$ cat config.mk
export PLATFORM = sky130hd
export DESIGN_NAME = lspc_prep
export DESIGN_NICKNAME = d
export VERILOG_FILES = /design/src/hw/rtl/laser_scan_polar_to_cartesian_macros.svh /design/src/hw/rtl/lspc_pkg.sv /design/src/hw/rtl/lspc_prep.sv
export SDC_FILE = /design/constraint.sdc
export NUM_CORES = 1
export LEC_CHECK = 0
export BUFFER_PORTS_ARGS = -buffer_cell sky130_fd_sc_hd__buf_4
export CORE_MARGIN = 3
export CORE_UTILIZATION = 30
export CTS_CLUSTER_SIZE = 14
export DETAILED_ROUTE_END_ITERATION = 6
export REMOVE_ABC_BUFFERS = 1
export SETUP_SLACK_MARGIN = 0.3
export SYNTH_ARGS = -nofsm -noshare
export SYNTH_HDL_FRONTEND = slang
export SYNTH_SLANG_ARGS = --single-unit
$ cat constraint.sdc
create_clock -name clock -period 7.6 [get_ports clock]
set_clock_uncertainty 0.05 [all_clocks]
set_input_delay 0 -clock clock [delete_from_list [all_inputs] [get_ports clock]]
set_output_delay 0 -clock clock [all_outputs]
set_load 0.05 [all_outputs]
$ cat src/hw/rtl/laser_scan_polar_to_cartesian_macros.svh
// Assertion macros shared by the laser scan to Cartesian point converter.
`ifndef LASER_SCAN_POLAR_TO_CARTESIAN_MACROS_SVH
`define LASER_SCAN_POLAR_TO_CARTESIAN_MACROS_SVH

// The consequent must hold in the same cycle as the antecedent.
`define LSPC_ASSERT_SAME(lbl, clk, rst, pre, post, msg) \
   lbl: assert property (@(posedge clk) disable iff (rst) (pre) |-> (post)) \
      else $error(msg);

// The consequent must hold in the cycle after the antecedent.
`define LSPC_ASSERT_NEXT(lbl, clk, rst, pre, post, msg) \
   lbl: assert property (@(posedge clk) disable iff (rst) (pre) |=> (post)) \
      else $error(msg);

`endif

$ cat src/hw/rtl/lspc_pkg.sv
// Shared types, register indexes and the arctangent table of the point converter.
package lspc_pkg;

   localparam int CSR_INDEX_BITS = 3;

   localparam logic [CSR_INDEX_BITS-1:0] CSR_MIN_RANGE       = 3'd0;
   localparam logic [CSR_INDEX_BITS-1:0] CSR_MAX_RANGE       = 3'd1;
   localparam logic [CSR_INDEX_BITS-1:0] CSR_START_ANGLE     = 3'd2;
   localparam logic [CSR_INDEX_BITS-1:0] CSR_BEAM_INCREMENT  = 3'd3;
   localparam logic [CSR_INDEX_BITS-1:0] CSR_DECIMATION_STEP = 3'd4;

   localparam logic [29:0] GAIN_Q30 = 30'd652032874;

   localparam logic [31:0] HALF_TURN = 32'h8000_0000;

   typedef struct packed {
      logic valid;
      logic flip;
      logic first;
   } ctl_type;

   function automatic logic [31:0] atan_value(input logic [4:0] idx);
      logic [31:0] val;
      begin
         case (idx)
            5'd0: val = 32'h20000000;
            5'd1: val = 32'h12E4051E;
            5'd2: val = 32'h09FB385B;
            5'd3: val = 32'h051111D4;
            5'd4: val = 32'h028B0D43;
            5'd5: val = 32'h0145D7E1;
            5'd6: val = 32'h00A2F61E;
            5'd7: val = 32'h00517C55;
            5'd8: val = 32'h0028BE53;
            5'd9: val = 32'h00145F2F;
            5'd10: val = 32'h000A2F98;
            5'd11: val = 32'h000517CC;
            5'd12: val = 32'h00028BE6;
            5'd13: val = 32'h000145F3;
            5'd14: val = 32'h0000A2FA;
            5'd15: val = 32'h0000517D;
            5'd16: val = 32'h000028BE;
            5'd17: val = 32'h0000145F;
            5'd18: val = 32'h00000A30;
            5'd19: val = 32'h00000518;
            5'd20: val = 32'h0000028C;
            5'd21: val = 32'h00000146;
            5'd22: val = 32'h000000A3;
            5'd23: val = 32'h00000051;
            5'd24: val = 32'h00000029;
            5'd25: val = 32'h00000014;
            5'd26: val = 32'h0000000A;
            5'd27: val = 32'h00000005;
            5'd28: val = 32'h00000003;
            5'd29: val = 32'h00000001;
            5'd30: val = 32'h00000001;
            default: val = 32'h00000000;
         endcase
         return val;
      end
   endfunction

endpackage

$ cat src/hw/rtl/lspc_prep.sv
// Gain scaling of the range and half-turn folding of the angle before rotation.
module lspc_prep #(
   parameter int RANGE_BITS = 16,
   parameter int W          = 48
) (
   input  logic                   clock,
   input  logic                   reset,
   input  logic                   dn_en,
   output logic                   up_en,
   input  lspc_pkg::ctl_type      up_ctl,
   input  logic [RANGE_BITS-1:0]  up_range,
   input  logic [31:0]            up_angle,
   output lspc_pkg::ctl_type      dn_ctl,
   output logic signed [W-1:0]    dn_x,
   output logic signed [31:0]     dn_z
);

   lspc_pkg::ctl_type     ctl_ff;
   lspc_pkg::ctl_type     ctl_in;
   logic signed [W-1:0]   x_ff;
   logic signed [31:0]    z_ff;
   logic [RANGE_BITS+29:0] product;
   logic                  flip;
   logic                  load;

   assign load    = !ctl_ff.valid || dn_en;
   assign up_en   = load;
   assign product = up_range * lspc_pkg::GAIN_Q30;
   assign flip    = (up_angle[31:30] == 2'b01) || (up_angle[31:30] == 2'b10);

   always_comb begin
      ctl_in      = up_ctl;
      ctl_in.flip = flip;
   end

   always_ff @(posedge clock) begin
      if (reset) begin
         ctl_ff <= '0;
      end else if (load) begin
         ctl_ff <= ctl_in;
      end
   end

   always_ff @(posedge clock) begin
      if (load) begin
         x_ff <= W'(product);
         z_ff <= flip ? (up_angle ^ lspc_pkg::HALF_TURN) : up_angle;
      end
   end

   assign dn_ctl = ctl_ff;
   assign dn_x   = x_ff;
   assign dn_z   = z_ff;

endmodule

======== After elaboration in Yosys (flattened, before gate mapping) ========
Index checks and enable logic that the tools add are counted.
W data, S select, Z words.
word-level totals
  logic and storage cells ................. 13
  output and inout port bits .............. 84
  bits of input ports ..................... 54
  register bits ........................... 80
operators by class
  multiply operators ...................... 1
  eq/ne operators ......................... 2
  reductions and logical operators ........ 3
  muxes and demuxes ....................... 1
  bitwise gates (word level) .............. 1
operators by type and width
  kind                      number
  $mul A16 B29 Y45 const B  1
  $mux W32                  1
  $eq A2 B1 Y1 const B      1
  $eq A2 B2 Y1 const B      1
  $logic_or A1 B1 Y1        2
  $logic_not A1 Y1          1
  $not A1 Y1                1

======== Logic depth before layout (Yosys ltp) ========
Gate-level depths: netlist (run 1).
  depth in word-level cells ............... 3
  gate-level depth with buffers ........... 22
  mapped depth without buffers ............ 21

======== Worst setup path before layout (run 1) ========
OpenSTA, ideal clock, no wires.
  path type ............................... input to register
  from .................................... input up_range[1]
  to ...................................... register x_ff[44], in the netlist dn_x[44], data pin
  cell stages on the path ................. 19
  buffers on the path ..................... 0
  path slack .............................. 2140 ps
  setup time .............................. 262 ps
  required time ........................... 7288 ps
  arrival ................................. 5148 ps
  path through ............................ fa_1 -> fa_1 -> inv_1 -> fa_1 -> inv_1 -> fa_1 -> fa_1 -> inv_1 -> fa_1 -> inv_1 -> ha_1 -> a21oi_1 -> o21ai_0 -> a211oi_1 -> a2111oi_2 -> or4_1 -> a31oi_2 -> o21ai_1 -> xor2_1
between the ends
  longest elaborated chain between the ends .. 1
RTL lines
  item                   line             source
  from (decl)            lspc_prep.sv:11  input logic [RANGE_BITS-1:0] up_range,
  $mul A16 B29 Y45       lspc_prep.sv:28  assign product = up_range * lspc_pkg::GAIN_Q30;
  named net product[44]  lspc_prep.sv:22  logic [RANGE_BITS+29:0] product;
  to (signal assigned)   lspc_prep.sv:46  x_ff <= W'(product);
  to (decl)              lspc_prep.sv:20  logic signed [W-1:0] x_ff;
The timed path passes the listed nets, and every way through them passes these cells.
A chain may end at the register's enable or synchronous reset.

======== Worst setup path in the final report (run 1) ========
Same ends and word-level chain as after synthesis.

==> results.sh, run 1 <==
export IMPL_status="finished, final reports clean"
export IMPL_final_cells=1628
export IMPL_port_buffers=133
export IMPL_clock_sinks=80
export IMPL_drive_gt1_frac=0.1431
export IMPL_rsz0062_at_grt="false"
export IMPL_dieArea_um2=38510
export IMPL_fin_crit_ns=6.451
export IMPL_stdcell_area_um2=13040
export IMPL_num_vias=7269
export IMPL_synthesis_area_um2=10860
export IMPL_slowest_stage="fa_1"
export IMPL_maxCapViolCount=0
export IMPL_dr_pass1_iters=4
export IMPL_place_ws_ns=1.233
export IMPL_ys_flop_type="edfxtp_1"
export IMPL_dp_cells=1573
export IMPL_drc=0
export IMPL_fin_ws_ns=1.149
export IMPL_cts_setup_buffers=0
export IMPL_num_rows=69
export IMPL_post_dp_cell_area_um2=12370
export IMPL_clkTransAtPathRegs_ns=0.06
export IMPL_grt_max_degree=58
export IMPL_ys_warn_count=0
export IMPL_cts_buffers=9
export IMPL_cp_cell_sequence="dlygate4sd3_1 -> buf_4 -> fa_1 -> fa_1 -> inv_1 -> fa_1 -> inv_1 -> fa_1 -> fa_1 -> inv_1 -> fa_1 -> inv_1 -> ha_1 -> a21oi_1 -> o21ai_0 -> a211oi_1 -> a2111oi_2 -> or4_1 -> a31oi_2 -> o21ai_1 -> xor2_1"
export IMPL_clk_latency_ns=0.35
export IMPL_syn_avg_cell_area_um2=10.92
export IMPL_crit_path_max_incr_delay_ns=0.58
export IMPL_core_area_um2=35660
export IMPL_drt_wirelength_per_cell_um=16.75
export IMPL_arrival_ns=6.50
export IMPL_overflow=0
export IMPL_ios=138
export IMPL_synth_most_common_cell="inv_1"
export IMPL_cp_required_ns=7.65
export IMPL_grt_pass1_vias=7797
export IMPL_ys_types=70
export IMPL_place_gp_congestion=0.8954
export IMPL_synth_area_leader_cell="fa_1"
export IMPL_antenna_found_initial=0
export IMPL_netlist_area_leader_share=0.3153
export IMPL_endpoint_kind="flip-flop"
export IMPL_cts_buffer_depth=2
export IMPL_num_antenna_cells=0
export IMPL_cpMostUsedCell="fa_1"
export IMPL_max_freq_mhz=155.0
export IMPL_start_util=0.3045
export IMPL_setup_viol=0
export IMPL_hold_viol=0
export IMPL_relSlewSlack=0.5016
export IMPL_area_growth_pct=20.13
export IMPL_synthTopCellsByCount="inv_1, fa_1, ha_1"
export IMPL_critical_path_class="in2reg"
export IMPL_antenna_left=0
export IMPL_synth_cells=994
export IMPL_via_per_inst=4.465
export IMPL_grt_use_total=0.1446
export IMPL_die_h_um=196.2
export IMPL_tns_ns=0
export IMPL_cts_tree="yes"
export IMPL_synth_area_leaders="fa_1, edfxtp_1, ha_1"
export IMPL_start_kind="primary input"
export IMPL_worst_pin_slew_ns=0.7476
export IMPL_crit_fanout=5
export IMPL_htreeDepth=3
export IMPL_seq_area_frac_synth=0.2185
export IMPL_synth_edf_count=77
export IMPL_die_w_um=196.2
export IMPL_initialDrtViolationCount=350
export IMPL_nets=1552
export IMPL_cts_resized_gates=0
export IMPL_drt_wl_total_mm=27.27
export IMPL_cts_root_buf="clkbuf_16"
export IMPL_slew_violations=0
export IMPL_hpwl_mm=23.35
export IMPL_synth_async_reset_ratio=0
export IMPL_synth_seq_cells=80
export IMPL_hold_path_class="in2reg"
export IMPL_grt_pass1_wl_mm=43.22
export IMPL_fin_crit_sh=0.8488
[placed cells by master, fill, tap and decap left out, types with 9 or more instances in the layout]
master,Yosys,final
a21o_1,21,21
a21oi_1,37,37
buf_4,3,134
clkbuf_16,0,9
dlygate4sd3_1,0,39
edfxtp_1,77,77
fa_1,171,171
ha_1,165,165
inv_1,265,265
nand2_1,28,28
nand4_1,9,9
nor2_1,34,34
o21ai_0,16,16
xnor2_1,25,25
xor2_1,15,15
[worst paths after layout]
path / end / start / slack [ns] / cells after the start
hold reg to reg: dn_ctl[1] / dn_ctl[1] / 0.46 / 2
setup / recovery: dn_x[44] / up_range[1] / 1.15 / 21
hold / removal: dn_x[45] / up_range[15] / 0.17 / 3
setup reg to reg: dn_z[29] / dn_ctl[2] / 5.82 / 2
[flip-flops by register name, summed over array words and instances (netlist names)]
signal / flops
dn_x: 45
dn_z: 32
dn_ctl: 3
[cells by family (layout without fill, tap and decap cells)]
family	Yosys count	count (layout)	share of synthesized area
multiplexers	4	4	0.003803
AO/OA/AOI/OAI	126	126	0.08090
other	1	3	0.0003454
AND/OR/NAND/NOR	124	124	0.05923
buffers and inverters	283	454	0.09956
XOR/XNOR	40	40	0.03227
adder cells (fa/ha/maj)	336	336	0.5054
flip-flops	80	80	0.2185
[per-layer routing]
| layer | share of wire | wire (um) | GRT usage |
|---|---|---|---|
| met1 | 0.47 | 12750 | 0.1967 |
| met2 | 0.49 | 13470 | 0.2522 |
| met3 | 0.028 | 759 | 0.01357 |
| met4 | 0.010 | 285 | 0.03090 |
| met5 | 0 | 0 | 0 |
[timing repair]
item	in CTS	in global routing
hold buffers	39	0
endpoints found under the hold margin	38	0
endpoints found under the setup margin	0	0
[critical path, delay by kind of cell]
kind / cells / cell delay [ns]
buffers and inverters: 6 / 0.91
AOI/OAI and AO/OA: 6 / 1.39
xor gates and xnor gates: 1 / 0.15
adders and majority gates: 7 / 3.46
and+or+nand+nor: 1 / 0.57
[cell type report]
class / count / area [um2]
timing repair buffer: 173 / 1396
fill: 3587 / 22610
multi-input combinational: 633 / 7420
clock inverter: 4 / 47.55
clock buffer: 12 / 236.5
tap: 461 / 576.8
inverter: 265 / 994.7
sequential: 80 / 2372
[through the flow]
| stage | utilization | hold slack [ns] |
|---|---|---|
| after floorplan | - | 0.01907 |
| after global placement | 0.3469 | 0.1261 |
| after detailed placement | 0.3469 | 0.1295 |
| after CTS | 0.3658 | 0.1652 |
| after global routing | 0.3658 | 0.2034 |
| final | 0.3658 | 0.1711 |
Power of run 1 is not shown: default switching activity piles up to over one toggle a cycle in this logic, so the estimate is an artifact.
==> run 2, diff against run 1 <==
==> constraint.sdc (replaced) <==
create_clock -name clock -period 5.2 [get_ports clock]
set_clock_uncertainty 0.05 [all_clocks]
set_input_delay 0 -clock clock [delete_from_list [all_inputs] [get_ports clock]]
set_output_delay 0 -clock clock [all_outputs]
set_load 0.05 [all_outputs]
==> run 2 against run 1 <==
  * The flow now finishes with violations (negative setup slack)
  * Die area unchanged
  * Critical path depth decreased by 1
  * Non-clock buffer count increased by 231
  * Clock-buffer cell count decreased by 2
  * Utilization increased by 6.7 points
==> results.sh, run 2 (synthesis gave the netlist of run 1 again) <==
export IMPL_cts_root_buf="clkbuf_16"
export IMPL_critical_path_class="in2reg"
export IMPL_slowest_stage="fa_1"
export IMPL_slew_violations=0
export IMPL_cp_required_ns=5.25
export IMPL_area_growth_pct=42.27
export IMPL_failed_checks="negative setup slack"
export IMPL_arrival_ns=5.32
export IMPL_crit_fanout=5
export IMPL_fillCellCount=3385
export IMPL_critical_path_top_delay_family="adder cells"
export IMPL_wl_met2_mm=14.98
export IMPL_initialDrtViolationCount=258
export IMPL_drc=0
export IMPL_grt_pass1_wl_mm=48.46
export IMPL_fin_ws_ns=-0.07270
export IMPL_num_antenna_cells=0
export IMPL_hold_slack_ns=0.01146
export IMPL_largest_reg_flops=45
export IMPL_fin_crit_ns=5.273
export IMPL_setup_viol=8
export IMPL_hold_path_class="in2reg"
export IMPL_num_vias=7984
export IMPL_relSlewSlack=0.5348
export IMPL_hpwl_mm=26.23
export IMPL_crit_path_max_incr_delay_ns=0.58
export IMPL_hold_viol=0
export IMPL_mostFrequentLayoutCells="buf_4, inv_1, fa_1"
export IMPL_drive_gt1_frac=0.3605
export IMPL_final_cells=1859
export IMPL_maxCapViolCount=0
export IMPL_max_freq_mhz=189.7
export IMPL_ios=138
export IMPL_die_w_um=196.2
export IMPL_clkTransAtPathRegs_ns=0.06
export IMPL_layout_commonest_cell="buf_4"
export IMPL_grt_use_total=0.1610
export IMPL_antenna_left=0
export IMPL_wl_met1_mm=14.04
export IMPL_grt_pass1_vias=8966
export IMPL_clk_latency_ns=0.35
export IMPL_port_buffers=133
export IMPL_clock_sinks=80
export IMPL_dieArea_um2=38510
export IMPL_cts_buffers=9
export IMPL_highest_layer="met4"
export IMPL_critPathBufInv=6
export IMPL_dr_pass1_iters=4
export IMPL_place_gp_congestion=0.9465
export IMPL_nets=1783
export IMPL_worst_pin_slew_ns=0.6979
export IMPL_endpoint_kind="flip-flop"
export IMPL_num_rows=69
export IMPL_place_ws_ns=-0.7462
export IMPL_htreeDepth=3
export IMPL_cts_buffer_depth=2
export IMPL_fin_crit_sh=1.014
export IMPL_overflow=0
export IMPL_start_kind="primary input"
export IMPL_drt_wl_total_mm=30.35
export IMPL_cts_tree="yes"
export IMPL_cp_cell_sequence="buf_8 -> fa_2 -> fa_1 -> inv_2 -> fa_1 -> inv_2 -> fa_2 -> inv_2 -> fa_2 -> inv_2 -> fa_2 -> ha_4 -> o21ai_2 -> or3_4 -> o22ai_4 -> o41ai_4 -> buf_4 -> a21oi_4 -> or2_4 -> o311a_1"
export IMPL_drt_wirelength_per_cell_um=16.32
export IMPL_grt_max_degree=54
export IMPL_antenna_found_initial=0
export IMPL_dp_cells=1788
export IMPL_rsz0062_at_grt="true"
export IMPL_core_area_um2=35660
export IMPL_wl_met3_um=856
export IMPL_status="finished with violations"
export IMPL_via_per_inst=4.295
export IMPL_die_h_um=196.2
export IMPL_tns_ns=-0.3012
export IMPL_start_util=0.3045
==> run 2: area by class of cell <==
class / count / area, um2 / area share
multi-input combinational: 633 / 8018 / 0.5190
timing repair buffer: 404 / 3194 / 0.2068
sequential: 80 / 2372 / 0.1536
inverter: 265 / 997.2 / 0.06456
tap: 461 / 576.8 / 0.03734
clock buffer: 10 / 229.0 / 0.01482
clock inverter: 6 / 60.06 / 0.003888
==> run 2: path summary, 6_finish.rpt <==
check | from | endpoint | slack, ns | cells past startpoint
worst max-delay path | up_range[1] | dn_x[37] | -0.07 | 20
worst min-delay path | up_range[2] | dn_x[3] | 0.01 | 3
worst max register to register | dn_ctl[2] | dn_x[40] | 3.42 | 2
worst min register to register | dn_ctl[0] | dn_ctl[0] | 0.47 | 2
==> run 2: worst min-delay path, delay by kind of cell <==
| family | cells | cell delay (ns) |
|---|---|---|
| adders and majority gates | 1 | 0.11 |
| buffers and inverters | 2 | 0.20 |
==> run 2: what timing repair did <==
| item | 4_1_cts | 5_1_grt |
|---|---|---|
| pin swaps | 46 | 52 |
| endpoints found under the setup margin | 27 | 27 |
| buffers inserted | 11 | 8 |
| resized for setup | 96 | 49 |
| hold endpoints to repair | 36 | 0 |
| hold buffers | 36 | 0 |
==> run 2: through the flow <==
| stage | instance area [um2] | utilization |
|---|---|---|
| 2_1_floorplan | 10780 | - |
| 3_3_place_gp | 13980 | 0.3922 |
| 3_5_place_dp | 13980 | 0.3922 |
| 4_1_cts | 15150 | 0.4249 |
| 5_1_grt | 15450 | 0.4332 |
| 6_report | 15450 | 0.4332 |
==> run 2: metal layers <==
metal	GRT usage	vias to the layer above
li1	-	3987
met1	0.2163	3887
met2	0.2781	90
met3	0.02026	20
met4	0.03802	0
met5	0	-
Power of run 2 is left out for the same reason.
==> run 3, diff against run 2 <==
--- a/config.mk
+++ b/config.mk
@@ -10,6 +10,7 @@
 export CORE_UTILIZATION = 30
 export CTS_CLUSTER_SIZE = 14
 export DETAILED_ROUTE_END_ITERATION = 6
+export PLACE_DENSITY = 0.5
 export REMOVE_ABC_BUFFERS = 1
 export SETUP_SLACK_MARGIN = 0.3
 export SYNTH_ARGS = -nofsm -noshare
==> run 3 against run 2 <==
  * The run still ends with negative setup slack left
  * Via count up 3.0%
  * Hold slack better by 0.031 ns
  * Sequential share of layout area down 0.56 points
  * Non-clock buffer count is 20 higher
  * Register-to-register slack worse by 0.02 ns
  * Largest cell class unchanged
  * Highest routed layer unchanged
==> results.sh, run 3 (synthesis gave the netlist of run 1 again) <==
export IMPL_clkTransAtPathRegs_ns=0.06
export IMPL_grt_pass1_wl_mm=49.04
export IMPL_cp_cell_sequence="buf_8 -> fa_2 -> fa_2 -> inv_2 -> fa_1 -> inv_2 -> fa_2 -> inv_2 -> fa_2 -> inv_2 -> fa_2 -> ha_4 -> nand2_2 -> nor2_2 -> a211oi_2 -> buf_4 -> a2111oi_4 -> buf_4 -> or4_4 -> a31oi_4 -> o21ai_2 -> xor2_1"
export IMPL_setup_viol=2
export IMPL_initialDrtViolationCount=322
export IMPL_area_growth_pct=47.70
export IMPL_fin_ws_ns=-0.03538
export IMPL_slowest_stage="fa_2"
export IMPL_final_cells=1879
export IMPL_status="finished with violations"
export IMPL_fin_crit_ns=5.235
export IMPL_port_buffers=133
export IMPL_cts_tree="yes"
export IMPL_max_freq_mhz=191.0
export IMPL_cts_root_buf="clkbuf_16"
export IMPL_maxCapViolCount=0
export IMPL_endpoint_kind="flip-flop"
export IMPL_num_rows=69
export IMPL_clk_latency_ns=0.34
export IMPL_arrival_ns=5.28
export IMPL_hold_viol=0
export IMPL_via_per_inst=4.375
export IMPL_num_antenna_cells=0
export IMPL_crit_path_max_incr_delay_ns=0.59
export IMPL_grt_max_degree=59
export IMPL_relSlewSlack=0.4654
export IMPL_grt_use_total=0.1639
export IMPL_die_h_um=196.2
export IMPL_cp_required_ns=5.25
export IMPL_critPathBufInv=7
export IMPL_rsz0062_at_grt="true"
export IMPL_place_gp_congestion=0.9093
export IMPL_num_vias=8221
export IMPL_dp_cells=1785
export IMPL_hold_path_class="in2reg"
export IMPL_antenna_left=0
export IMPL_die_w_um=196.2
export IMPL_drc=0
export IMPL_hpwl_mm=26.21
export IMPL_drive_gt1_frac=0.4133
export IMPL_largest_reg_flops=45
export IMPL_fin_crit_sh=1.007
export IMPL_ios=138
export IMPL_overflow=0
export IMPL_cts_buffers=9
export IMPL_dr_pass1_iters=4
export IMPL_clock_sinks=80
export IMPL_dieArea_um2=38510
export IMPL_mostFrequentLayoutCells="buf_4, inv_1, fa_1"
export IMPL_crit_fanout=5
export IMPL_htreeDepth=3
export IMPL_nets=1803
export IMPL_cpMostUsedCell="fa_2"
export IMPL_start_kind="primary input"
export IMPL_core_area_um2=35660
export IMPL_layout_commonest_cell="buf_4"
export IMPL_antenna_found_initial=0
export IMPL_worst_pin_slew_ns=0.8019
export IMPL_critical_path_top_delay_family="adder cells"
export IMPL_slew_violations=0
export IMPL_drt_wirelength_per_cell_um=16.61
export IMPL_drt_wl_total_mm=31.22
export IMPL_grt_pass1_vias=8833
export IMPL_critical_path_class="in2reg"
export IMPL_cts_buffer_depth=2
export IMPL_start_util=0.3045
export IMPL_failed_checks="negative setup slack"
[run 3: changes by cell type in the layout (fill, tap and decap cells not counted), sizes merged]
cell / delta
clkinvlp: -1
clkbuf: -1
buf: +19
clkinv: +1
inv: +1
dlygate4sd3: +1
[run 3: per-layer routing]
layer | vias to the layer above | share of wire | track usage
li1 | 4040 | - | -
met1 | 3993 | 0.46 | 0.2292
met2 | 163 | 0.48 | 0.2734
met3 | 25 | 0.037 | 0.02026
met4 | 0 | 0.016 | 0.03723
met5 | - | 0 | 0
[run 3: final timing paths]
check,startpoint,endpoint,slack (ns),cells past startpoint
worst max-delay path,up_range[1],dn_x[44],-0.04,22
worst min-delay path,up_range[2],dn_x[3],0.04,3
worst max register to register,dn_ctl[2],dn_x[37],3.40,2
worst min register to register,dn_ctl[0],dn_ctl[0],0.46,2
[run 3: layout make-up]
cell class,count,area [um2]
tap,461,576.8
fill,3362,19620
sequential,80,2372
timing repair buffer,424,3473
clock inverter,7,61.31
clock buffer,9,225.2
inverter,265,997.2
multi-input combinational,633,8330
[run 3: stage by stage]
stage                     instance area, um2  hold slack [ns]  setup TNS (ns)  utilization  setup slack, ns
final                                  16040          0.04206        -0.06942       0.4498         -0.03538
after global placement                 13960           0.1282          -11.16       0.3916          -0.7578
after CTS                              15410          0.02399         -0.1669       0.4321         -0.07474
after global routing                   16040          0.04527          -1.088       0.4498          -0.1611
after detailed placement               13960           0.1292          -12.00       0.3916          -0.7566
after floorplan                        10780          0.01907         -0.9424            -          -0.2600
[run 3: worst min-delay path: stages]
cell,delay [ns]
buf_8,0.09
buf_4,0.13
ha_1,0.11
[run 3: what timing repair did]
item,4_1_cts,5_1_grt
hold endpoints to repair,36,0
gates resized for setup,132,113
pin swaps,55,80
hold buffers,37,0
endpoints found under the setup margin,27,25
buffers inserted,20,21
Power of run 3 is left out for the same reason.
